--- config.mk ---
export PLATFORM = sky130hd
export DESIGN_NAME = gcsa_clear
export DESIGN_NICKNAME = d
export VERILOG_FILES = /design/src/hw/rtl/gcsa_pkg.sv /design/src/hw/rtl/gcsa_clear.sv
export SDC_FILE = /design/constraint.sdc
export NUM_CORES = 1
export LEC_CHECK = 0
export ABC_AREA = 0
export ABC_CLOCK_PERIOD_IN_PS = 1700
export BUFFER_PORTS_ARGS = -buffer_cell sky130_fd_sc_hd__buf_2
export CAP_MARGIN = 10
export CORE_UTILIZATION = 50
export CTS_BUF_LIST = sky130_fd_sc_hd__clkbuf_16
export DETAILED_ROUTE_END_ITERATION = 8
export PLACE_DENSITY = 0.76
export SYNTH_ARGS = -nofsm -noshare
export SYNTH_HDL_FRONTEND = slang
export SYNTH_SLANG_ARGS = --single-unit
--- constraint.sdc ---
create_clock -name clk -period 1.7 [get_ports clk]
set_input_delay 0.085 -clock clk [delete_from_list [all_inputs] [get_ports clk]]
set_output_delay 0.085 -clock clk [all_outputs]
set_load 0.01 [all_outputs]
--- src/hw/rtl/gcsa_pkg.sv ---
package gcsa_pkg;

	localparam int MAX_ROWS   = 1024;
	localparam int MAX_GROUPS = 64;
	localparam int DEPTH      = MAX_ROWS * MAX_GROUPS;
	localparam int ADDR_W     = $clog2(DEPTH);

	localparam int CMD_W     = 2;
	localparam int ROW_W     = 10;
	localparam int GRP_W     = 7;
	localparam int DATA_W    = 32;
	localparam int STATUS_W  = 2;
	localparam int ROWS_CFG_W = 11;
	localparam int CFG_IDX_W = 1;
	localparam int CFG_DATA_W = 11;

	localparam logic [CMD_W-1:0] CMD_ACC      = 2'd0;
	localparam logic [CMD_W-1:0] CMD_READ_CLR = 2'd1;
	localparam logic [CMD_W-1:0] CMD_READ     = 2'd2;

	localparam logic [STATUS_W-1:0] ST_OK        = 2'd0;
	localparam logic [STATUS_W-1:0] ST_BAD_GROUP = 2'd1;
	localparam logic [STATUS_W-1:0] ST_BAD_ROW   = 2'd2;
	localparam logic [STATUS_W-1:0] ST_SATURATED = 2'd3;

	localparam logic [CFG_IDX_W-1:0] CFG_ROWS   = 1'd0;
	localparam logic [CFG_IDX_W-1:0] CFG_GROUPS = 1'd1;

	localparam logic [ROWS_CFG_W-1:0] ROWS_RESET   = 11'd1024;
	localparam logic [GRP_W-1:0]      GROUPS_RESET = 7'd64;

	typedef struct packed {
		logic              busy;
		logic [ADDR_W-1:0] addr;
	} clr_t;

endpackage

--- src/hw/rtl/gcsa_clear.sv ---
module gcsa_clear (
	input  logic          clk,
	input  logic          arst_n,
	output gcsa_pkg::clr_t clr
);
	import gcsa_pkg::*;

	logic              busy_q;
	logic [ADDR_W-1:0] addr_q;

	// one entry per cycle, starting right after reset
	always_ff @(posedge clk or negedge arst_n) begin
		if (!arst_n) begin
			busy_q <= 1'b1;
			addr_q <= '0;
		end else if (busy_q) begin
			if (addr_q == ADDR_W'(DEPTH - 1)) begin
				busy_q <= 1'b0;
			end
			addr_q <= addr_q + ADDR_W'(1);
		end
	end

	assign clr.busy = busy_q;
	assign clr.addr = addr_q;

endmodule

; ---- Word level (Yosys, flattened, before mapping)
; Index checks and enable logic that the tools add are counted.
[word_totals]
input_bits = 2
mem_bits_ro = 0
latchBits = 0
n_memories = 0
word_cells = 6
mem_bits_rw = 0
register_bits = 17
[classes]
mux = 2
addsub = 1
shifts = 0
n_div = 0
bitwise_logic = 0
multipliers = 0
n_lt_le_gt_ge = 0
n_reduce_logical = 0
eq_ne = 1
[op_table]
columns = cell, count
row1 = $add A16 B1 Y16 const B, 1
row2 = $eq A16 B16 Y1 const B, 1
row3 = $mux W1, 2

; ---- Depth between registers and ports, before layout
; Gate-level depths: netlist of run 1.
[logic_depth]
ltp_word = 3
mapped_depth = 5

; ---- Worst setup path after synthesis of run 1
; Ideal clock, no wire load.
[synth_path]
kind = register -> register
start = register busy_q
end = register addr_q[7]
stages_incl_launch_ff = 6
arrival_ns = 1.240
setup_time_ns = 0.079
period_less_slack_ns = 1.319
slack_ns = 0.381
path_cell_list = dfstp_2 > buf_4 > nand3_1 > nor2_4 > and4_1 > xor2_1
[synth_rtl]
columns = item, line_no
row1 = from (decl), gcsa_clear.sv:8  ; logic busy_q;
row2 = from (signal assigned), gcsa_clear.sv:14  ; busy_q <= 1'b1;
row3 = from (signal assigned), gcsa_clear.sv:18  ; busy_q <= 1'b0;
row4 = to (signal assigned), gcsa_clear.sv:20  ; addr_q <= addr_q + ADDR_W'(1);
row5 = to (decl), gcsa_clear.sv:9  ; logic [ADDR_W-1:0] addr_q;

; ---- Worst setup path in the final report of run 1
[layout_path]
start = register addr_q[0]
end = register addr_q[6]
[layout_between]
elab_chain_len = 1
[layout_lines]
columns = item, line_no
row1 = $add A16 B1 Y16, gcsa_clear.sv:20
; No other way between the ends.
; A chain may end at the register's enable or synchronous reset.

==> run metrics, run 1 <==
status complete, no violations; crit-path max FO 5; CTS resizes 0; clock period minus worst slack 1370 ps; RSZ-0062 raised after global routing false; Worst R2R Path Depth 5; Die Span Y 41.2 um; Port Buf Inserts 18; DR vias/cell 5.33; worst path cell trace ha_1 -> nand2_1 -> nor2_1 -> nand3_1 -> xnor2_1; yosys warns 0; Area contributors post-synth dfrtp_1 52%, xnor2_1 14%, nand2_1 3.9%, dfstp_2 3.4%, xor2_1 3.4%; reg2reg end addr_q[6]; mean post-synth cell area 11.8 um^2; syn nets 68; asr flop ratio synth 100%; PwrDens 922 mW/mm^2; DRC errors left 0; CTS clk-pin slew, worst paths 50 ps; die area 0.00170 mm^2; CTS tree done; Post-Route WL 1340 um; Post-synth EDFFs 0; total track usage 21.2%; clk sink count 17; setup TNS 0 ps; Worst Path Required 1830 ps; gpl congestion 0.774; Cell Area, Placed 863 um^2; Syn-to-layout area delta 23.9%; largest net degree at the start of global routing 18; startpoint types flop; slew of the pin with the lowest slew margin 372 ps; worst skew pair latency 240 ps; Max VDD drop 0.000540 V; Tcrit/Tclk final 80.7%; final setup vio count 0; Post-DRT Antenna Nets 0; cell taking the most area after synthesis dfrtp_1; total CTS buffers 3; Yosys cell types 19; vias in the first global route 495; most frequent cells in the layout 18 x buf_2, 16 x dfrtp_1, 12 x xnor2_1; Hold Vio Cnt, Final 0; number of iterations in the first detailed-routing pass 4; Via Count 538; Syn Std Cell Area 769 um^2; grt ovf 0; Rows 13; Primary FF master, synth dfrtp_1; initial core utilization 56.3%; width of the die 41.2 um; global-route wire length before repair 2240 um; Hold Crit Class primary input to async pin; Worst Path Arrival 1500 ps; cts hold-fix bufs 1; initial antenna violation count 0; nets 90; Yosys top cell area share 52.0%; element type at the critical path end flop; Post-CTS Setup Inserts 0; final instance area 953 um^2; DP HPWL 952 um; Fmax achieved 729 MHz; post-DR wirelength/cell 13.3 um; Post-Syn Instances 65; core area 0.00137 mm^2; static leakage 0.498 nW; FF-to-FF Start addr_q[0]; CTS max path bufs 2; Root Buffer clkbuf_16; clk_skew 2.25 ps; share of cells above drive strength 1 32.6%; commonest non-fill, non-tap cell in the layout buf_2; Max-Cap Viols 0; R2R Setup Slk 330 ps; DR iter-0 viols 8; Crit-path slowest cell dfrtp_1; Seq/Total Area, Yosys 55.4%; fin. max-slew vios 0; CP peak stage delay 420 ps; H-tree depth 1; critical path type flop to flop; Antenna diodes 0; Worst slew margin 75.2%; FF+latch count, synth 17; total I/O pin count 19
==> state kept, by name, indices dropped and copies added, names as in the netlist <==
register  flops
busy_q        1
addr_q       16
==> power breakdown <==
part	internal, mW	leakage [nW]	total (mW)	switching [mW]
Clock	0.314	0.0409	0.464	0.149
Combinational	0.00233	0.224	0.00995	0.00762
Sequential	0.405	0.234	0.405	0
Total	0.722	0.498	0.879	0.157
==> layer usage <==
| layer | share of wire (%) | global-route usage (%) | vias up |
|---|---|---|---|
| li1 | - | - | 260 |
| met3 | 3.6 | 4.89 | 2 |
| met1 | 51 | 28.5 | 264 |
| met5 | 0 | 0 | - |
| met4 | 0.97 | 12.1 | 0 |
| met2 | 44 | 30.9 | 12 |
==> area by class of cell <==
| cell class | count | area (um^2) |
|---|---|---|
| Tap cell | 15 | 18.8 |
| Clock buffer | 3 | 75.1 |
| Sequential cell | 17 | 427 |
| Clock inverter | 1 | 5.00 |
| Multi-Input combinational cell | 45 | 324 |
| Fill cell | 107 | 413 |
| Inverter | 1 | 3.75 |
| Timing Repair Buffer | 19 | 100 |
==> synthesized netlist by cell type, types with 2 or more instances <==
master	n
and4_1	2
nor2_1	4
nand4_1	3
xnor2_1	12
xor2_1	3
nand3_1	5
nand2_1	8
buf_4	2
dfrtp_1	16
==> how the worst max path moves through the flow <==
stage | end | slack [ps] | start | depth (start not counted)
2_1_floorplan | addr_q[7] | 380 | busy_q | 5
3_3_place_gp | addr_q[7] | 340 | busy_q | 4
3_5_place_dp | addr_q[7] | 330 | busy_q | 4
4_1_cts | addr_q[6] | 330 | addr_q[0] | 5
5_1_grt | addr_q[6] | 230 | addr_q[0] | 5
6_report | addr_q[6] | 330 | addr_q[0] | 5
==> cells by family after synthesis <==
kind of cell               share of synthesized area (%)
buffers and inverters                               2.44
DFF                                                 55.4
and+or+nand+nor                                     21.1
adders and majority gates                           1.63
muxes                                               1.46
xor gates and xnor gates                            17.1
AOI/OAI and AO/OA                                  0.814
==> worst max-delay path: cells and delay by family, from the launching register on <==
| family | cells | cell delay [ps] |
|---|---|---|
| and+or+nand+nor | 3 | 470 |
| xor gates and xnor gates | 1 | 140 |
| DFF | 1 | 420 |
| adders and majority gates | 1 | 220 |
==> stage by stage <==
| step | hold slack, ps | setup slack [ps] | utilization (%) | std cells | power, mW |
|---|---|---|---|---|---|
| after floorplan | -211 | 381 | - | 65 | 0.412 |
| after global placement | 21.2 | 344 | 63.2 | 96 | 0.421 |
| after detailed placement | 19.6 | 333 | 63.2 | 96 | 0.421 |
| after CTS | 298 | 327 | 69.8 | 101 | 0.891 |
| after global routing | 350 | 227 | 69.8 | 101 | 0.903 |
| final | 291 | 328 | 69.8 | 101 | 0.879 |
Note: power is estimated with default switching activity, not from simulation.
==> run 2: changes to the inputs <==
--- a/config.mk
+++ b/config.mk
@@ -6,13 +6,13 @@
 export NUM_CORES = 1
 export LEC_CHECK = 0
 export ABC_AREA = 0
-export ABC_CLOCK_PERIOD_IN_PS = 1700
+export ABC_CLOCK_PERIOD_IN_PS = 1200
 export BUFFER_PORTS_ARGS = -buffer_cell sky130_fd_sc_hd__buf_2
 export CAP_MARGIN = 10
-export CORE_UTILIZATION = 50
+export CORE_UTILIZATION = 45
 export CTS_BUF_LIST = sky130_fd_sc_hd__clkbuf_16
 export DETAILED_ROUTE_END_ITERATION = 8
-export PLACE_DENSITY = 0.76
+export PLACE_DENSITY = 0.72
 export SYNTH_ARGS = -nofsm -noshare
 export SYNTH_HDL_FRONTEND = slang
 export SYNTH_SLANG_ARGS = --single-unit
==> constraint.sdc (replaced) <==
create_clock -name clk -period 1.2 [get_ports clk]
set_input_delay 0.06 -clock clk [delete_from_list [all_inputs] [get_ports clk]]
set_output_delay 0.06 -clock clk [all_outputs]
set_load 0.01 [all_outputs]
==> run 2 against run 1 <==
The flow now finishes with violations (design-rule violations, negative setup slack). Sequential power grew 42%. Combinational power grew 41%. Total power grew 41%. Count of clock-buffer cells in the layout is the same. Utilization grew 1.1 points. Global-route usage shrank 0.97 points. Register-to-register slack lost 390 ps. Critical endpoint is now addr_q[4]. Largest cell class unchanged.
==> run metrics, run 2 (synthesized netlist as in run 1, its figures left out) <==
GR Util met1 26.9% (-1.6 points); CTS max path bufs 2 (unchanged); DP HPWL 1160 um (+22%); GR Util met3 3.75% (-1.1 points); Max VDD drop 0.000790 V (+46%); Post-Route WL 1640 um (+22%); Place WS -85.9 ps (-419 ps); DRC errors left 2 (+2); hold slack 262 ps (-28.5 ps); post-DR wirelength/cell 14.1 um (+6.1%); clk sink count 17 (unchanged); element type at the critical path end flop; setup TNS -173 ps (-173 ps); Die Span Y 43.4 um (+5.1%); final setup vio count 5 (+5); Tcrit/Tclk final 105% (+25 points); clk_skew 1.06 ps (-1.18 ps); final instance area 0.00110 mm^2 (+16%); worst skew pair latency 250 ps (about the same); Post-DRT Antenna Nets 0 (unchanged); vias in the first global route 578 (+17%); Cell Area, Placed 978 um^2 (+13%); DR vias/cell 5.16 (-3.1%); H-tree depth 1 (unchanged); Max-Cap Viols 0 (unchanged); grt ovf 0 (unchanged); initial antenna violation count 0 (unchanged); share of cells above drive strength 1 51.0% (+18 points); gpl congestion 0.758 (-2.1%); largest registers addr_q x16, busy_q x1; RSZ-0062 raised after global routing true; clock period minus worst slack 1270 ps (-107 ps); PwrDens 1120 mW/mm^2 (+22%); Port Buf Inserts 18 (unchanged); Hold Vio Cnt, Final 0 (unchanged); Via Count 599 (+11%); nets 104 (+16%); critical path launch point busy_q; DR iter-0 viols 11 (+3); Worst Path Arrival 1400 ps (-100 ps); Antenna diodes 0 (unchanged); CTS tree done; max reg flops 16 (unchanged); static leakage 0.569 nW (+14%); final core occ 70.9% (+1.1 points); initial core utilization 49.4% (-7.0 points); Power Total 1.24 mW (+41%); CTS clk-pin slew, worst paths 50 ps (about the same); commonest non-fill, non-tap cell in the layout buf_2; global-route wire length before repair 2710 um (+21%); core area 0.00156 mm^2 (+14%); die area 0.00188 mm^2 (+11%); number of iterations in the first detailed-routing pass 5 (+1); GR Util met2 31.2% (+0.35 points); crit-path max FO 5 (unchanged); Root Buffer clkbuf_16; fin. max-slew vios 0 (unchanged); largest net degree at the start of global routing 18 (unchanged); status complete, but fails checks; most frequent cells in the layout 18 x buf_2, 14 x buf_4, 12 x xnor2_1, 12 x dfrtp_1, 8 x nand2_1; placed cell count 110 (+15%); slew of the pin with the lowest slew margin 368 ps (-4.15 ps); Worst Path Required 1330 ps (-500 ps); startpoint types flop; Final Non-Filler Cells 116 (+15%); failing checks design-rule violations, negative setup slack; total CTS buffers 3 (unchanged); width of the die 43.4 um (+5.1%); Syn-to-layout area delta 43.6%; setup ws final -65.1 ps (-393 ps); filler instances 113 (+5.6%); FF-to-FF Start busy_q; Hold Crit Class primary input to async pin; Fmax achieved 790 MHz (+8.5%); Most Crowded Layer GR met2; total I/O pin count 19 (unchanged); Worst slew margin 75.4% (+0.28 points); Rows 14 (+1); total track usage 20.2% (-0.97 points); Biggest register addr_q; critical path type flop to flop
==> run 2: changes by cell type in the layout (fill, tap and decap cells not counted), sizes merged <==
cell	change
clkinv	-1
buf	+14
inv	+1
==> run 2: area by class of cell <==
cell class,instances,area (um^2),share of cell area [%]
Clock buffer,3,75.1,6.80
Clock inverter,1,3.75,0.340
Inverter,1,3.75,0.340
Multi-Input combinational cell,45,365,33.1
Sequential cell,17,432,39.1
Tap cell,16,20.0,1.81
Timing Repair Buffer,33,205,18.6
==> run 2: metal layers <==
metal,part of all wire (%),up-vias
met5,0,-
met4,2.3,0
met3,3.5,5
met2,47,13
met1,47,290
li1,-,291
==> run 2: worst paths after layout <==
kind                             endpoint  slack, ps  cells past startpoint
worst max-delay path            addr_q[4]        -70                      4
worst min-delay path            addr_q[2]        260                      2
worst max register to register  addr_q[4]        -70                      4
worst min register to register     busy_q        480                      2
max in group asynchronous          busy_q        630                      2
min in group clk                   busy_q        480                      2
==> run 2: critical path, stage by stage (launching register included) <==
cell and delay, ps:
dfstp_2 570, buf_4 150, nand4_1 140, buf_4 180
xnor2_1 110
==> run 2: what timing repair did <==
item | CTS | global route
hold buffers | 1 | 0
setup buffers | 1 | 0
endpoints found under the hold margin | 16 | 0
pin swaps | 7 | 2
setup endpoints to repair | 9 | 10
gates resized for setup | 2 | 6
==> run 2: report_power, final <==
| part | internal, mW | switching (mW) | leakage, nW |
|---|---|---|---|
| clock | 0.442 | 0.209 | 0.0423 |
| combinational | 0.00330 | 0.0107 | 0.299 |
| sequential | 0.575 | 0 | 0.227 |
==> run 3: changes to the inputs <==
--- a/config.mk
+++ b/config.mk
@@ -9,10 +9,10 @@
 export ABC_CLOCK_PERIOD_IN_PS = 1200
 export BUFFER_PORTS_ARGS = -buffer_cell sky130_fd_sc_hd__buf_2
 export CAP_MARGIN = 10
-export CORE_UTILIZATION = 45
+export CORE_UTILIZATION = 40
 export CTS_BUF_LIST = sky130_fd_sc_hd__clkbuf_16
 export DETAILED_ROUTE_END_ITERATION = 8
-export PLACE_DENSITY = 0.72
+export PLACE_DENSITY = 0.65
 export SYNTH_ARGS = -nofsm -noshare
 export SYNTH_HDL_FRONTEND = slang
 export SYNTH_SLANG_ARGS = --single-unit
==> run 3 against run 2 <==
Non-clock buffer count up 6. Via count increased by 3.2%. Die area rose by 12%. First-iteration DRC count unchanged. Clock skew grew 1.1 ps. Count of clock-buffer cells in the layout did not move. Sequential share of layout area is 1.9 points lower. Largest power group unchanged. Largest cell class unchanged. Hold slack improved by 2.6 ps. Critical endpoint is now addr_q[9]. The flow finishes with violations (negative setup slack). Flip-flop and latch count did not move. Utilization is 5.3 points lower. Total power shrank 1.3%.
==> run metrics, run 3 (synthesized netlist as in run 1, its figures left out) <==
Worst Path Required 1330 ps (about the same); status complete, but fails checks; RSZ-0062 raised after global routing true; Worst slew margin 75.0% (-0.49 points); width of the die 45.9 um (+5.8%); Via Count 618 (+3.2%); core area 0.00176 mm^2 (+13%); Hold Crit Class primary input to async pin; Die Span Y 45.9 um (+5.8%); largest net degree at the start of global routing 18 (unchanged); GR Util met3 7.14% (+3.4 points); setup ws final -58.0 ps (+7.09 ps); Max VDD drop 0.000916 V (+16%); clk_skew 2.15 ps (+1.09 ps); Biggest register addr_q; DR vias/cell 4.72 (-8.6%); Max-Cap Viols 0 (unchanged); GR Util met1 20.4% (-6.5 points); total I/O pin count 19 (unchanged); filler instances 157 (+39%); Top delay family on crit path flip-flops; total track usage 18.1% (-2.1 points); critical path depth 5 (+1); initial core utilization 43.6% (-5.7 points); global-route wire length before repair 2550 um (-6.1%); Rows 15 (+1); Place WS -85.6 ps (+0.224 ps); share of cells above drive strength 1 51.9% (+0.89 points); Crit-path slowest cell dfstp_2; critical path type flop to flop; post-DR wirelength/cell 12.9 um (-8.4%); final setup vio count 8 (+3); Most Crowded Layer GR met2; Hold Vio Cnt, Final 0 (unchanged); Worst Path Arrival 1380 ps (-20 ps); largest registers addr_q x16, busy_q x1; commonest non-fill, non-tap cell in the layout buf_4; startpoint types flop; number of iterations in the first detailed-routing pass 4 (-1); Worst Path Buf+Inv 1 (-1); Root Buffer clkbuf_16; clk sink count 17 (unchanged); total CTS buffers 3 (unchanged); fin. max-slew vios 0 (unchanged); CTS clk-pin slew, worst paths 50 ps (about the same); initial antenna violation count 0 (unchanged); failing checks negative setup slack; nets 110 (+5.8%); most frequent cells in the layout 20 x buf_4, 18 x buf_2, 13 x dfrtp_1; PwrDens 1060 mW/mm^2 (-5.8%); worst path cell trace nand3_4 -> nor2_4 -> buf_4 -> nand3_1 -> xnor2_1; grt ovf 0 (unchanged); Tcrit/Tclk final 105% (-0.59 points); worst skew pair latency 240 ps (about the same); CTS max path bufs 2 (unchanged); DRC errors left 0 (-2); Worst R2R Path Depth 5 (+1); slew of the pin with the lowest slew margin 376 ps (+7.28 ps); Post-DRT Antenna Nets 0 (unchanged); vias in the first global route 561 (-2.9%); Port Buf Inserts 18 (unchanged); H-tree depth 1 (unchanged); clock period minus worst slack 1260 ps (-7.09 ps); CTS tree done; crit-path max FO 5 (unchanged); DP HPWL 1150 um (-0.81%); Antenna diodes 0 (unchanged); DR iter-0 viols 11 (unchanged); Fmax achieved 795 MHz (+0.56%); static leakage 0.618 nW (+8.8%); gpl congestion 0.787 (+3.8%); die area 0.00210 mm^2 (+12%); CP peak stage delay 560 ps (about the same); GR Util met2 30.4% (-0.79 points); element type at the critical path end flop; Syn-to-layout area delta 50.4%; max reg flops 16 (unchanged); Post-Route WL 1700 um (+3.5%); hold slack 265 ps (+2.59 ps)
==> run 3: final timing paths <==
path | start | endpoint | slack [ps]
setup / recovery | busy_q | addr_q[9] | -60
hold / removal | arst_n | addr_q[0] | 260
setup reg to reg | busy_q | addr_q[9] | -60
hold reg to reg | addr_q[13] | addr_q[13] | 490
max in group asynchronous | arst_n | busy_q | 620
min in group clk | addr_q[13] | addr_q[13] | 490
==> run 3: timing repair <==
item	CTS	global route
hold buffers	1	0
endpoints found under the setup margin	11	11
gates resized for setup	1	4
setup buffers	1	5
endpoints found under the hold margin	16	0
pin swaps	8	8
==> run 3: power breakdown <==
| part | total, mW | switching (mW) | internal, mW |
|---|---|---|---|
| Sequential | 0.575 | 0 | 0.575 |
| Clock | 0.634 | 0.194 | 0.441 |
| Combinational | 0.0141 | 0.0108 | 0.00329 |
| Total | 1.22 | 0.204 | 1.02 |
==> run 3: final cells by class <==
class / count / area [um^2] / share of cell area, %
Tap cell: 25 / 31.3 / 2.70
Clock buffer: 3 / 75.1 / 6.49
Timing Repair Buffer: 39 / 250 / 21.6
Clock inverter: 1 / 3.75 / 0.324
Multi-Input combinational cell: 45 / 363 / 31.4
Sequential cell: 17 / 430 / 37.2
Inverter: 1 / 3.75 / 0.324
==> run 3: stage by stage <==
stage	cell area, um^2	power (mW)	util [%]	TNS (ps)	cells
6_report	1160	1.22	65.6	-252	131
5_1_grt	1160	1.29	65.6	-816	131
4_1_cts	1100	1.24	62.1	-130	126
3_5_place_dp	997	0.596	56.5	-201	120
3_3_place_gp	997	0.596	56.5	-66.3	120
2_1_floorplan	790	0.584	-	-222	65
==> run 3: routing by layer <==
metal / part of all wire (%) / vias up / routed length (um)
met4: 1.2 / 0 / 21
met2: 54 / 13 / 907
li1: - / 301 / -
met5: 0 / - / 0
met3: 3.8 / 2 / 64
met1: 41 / 302 / 701
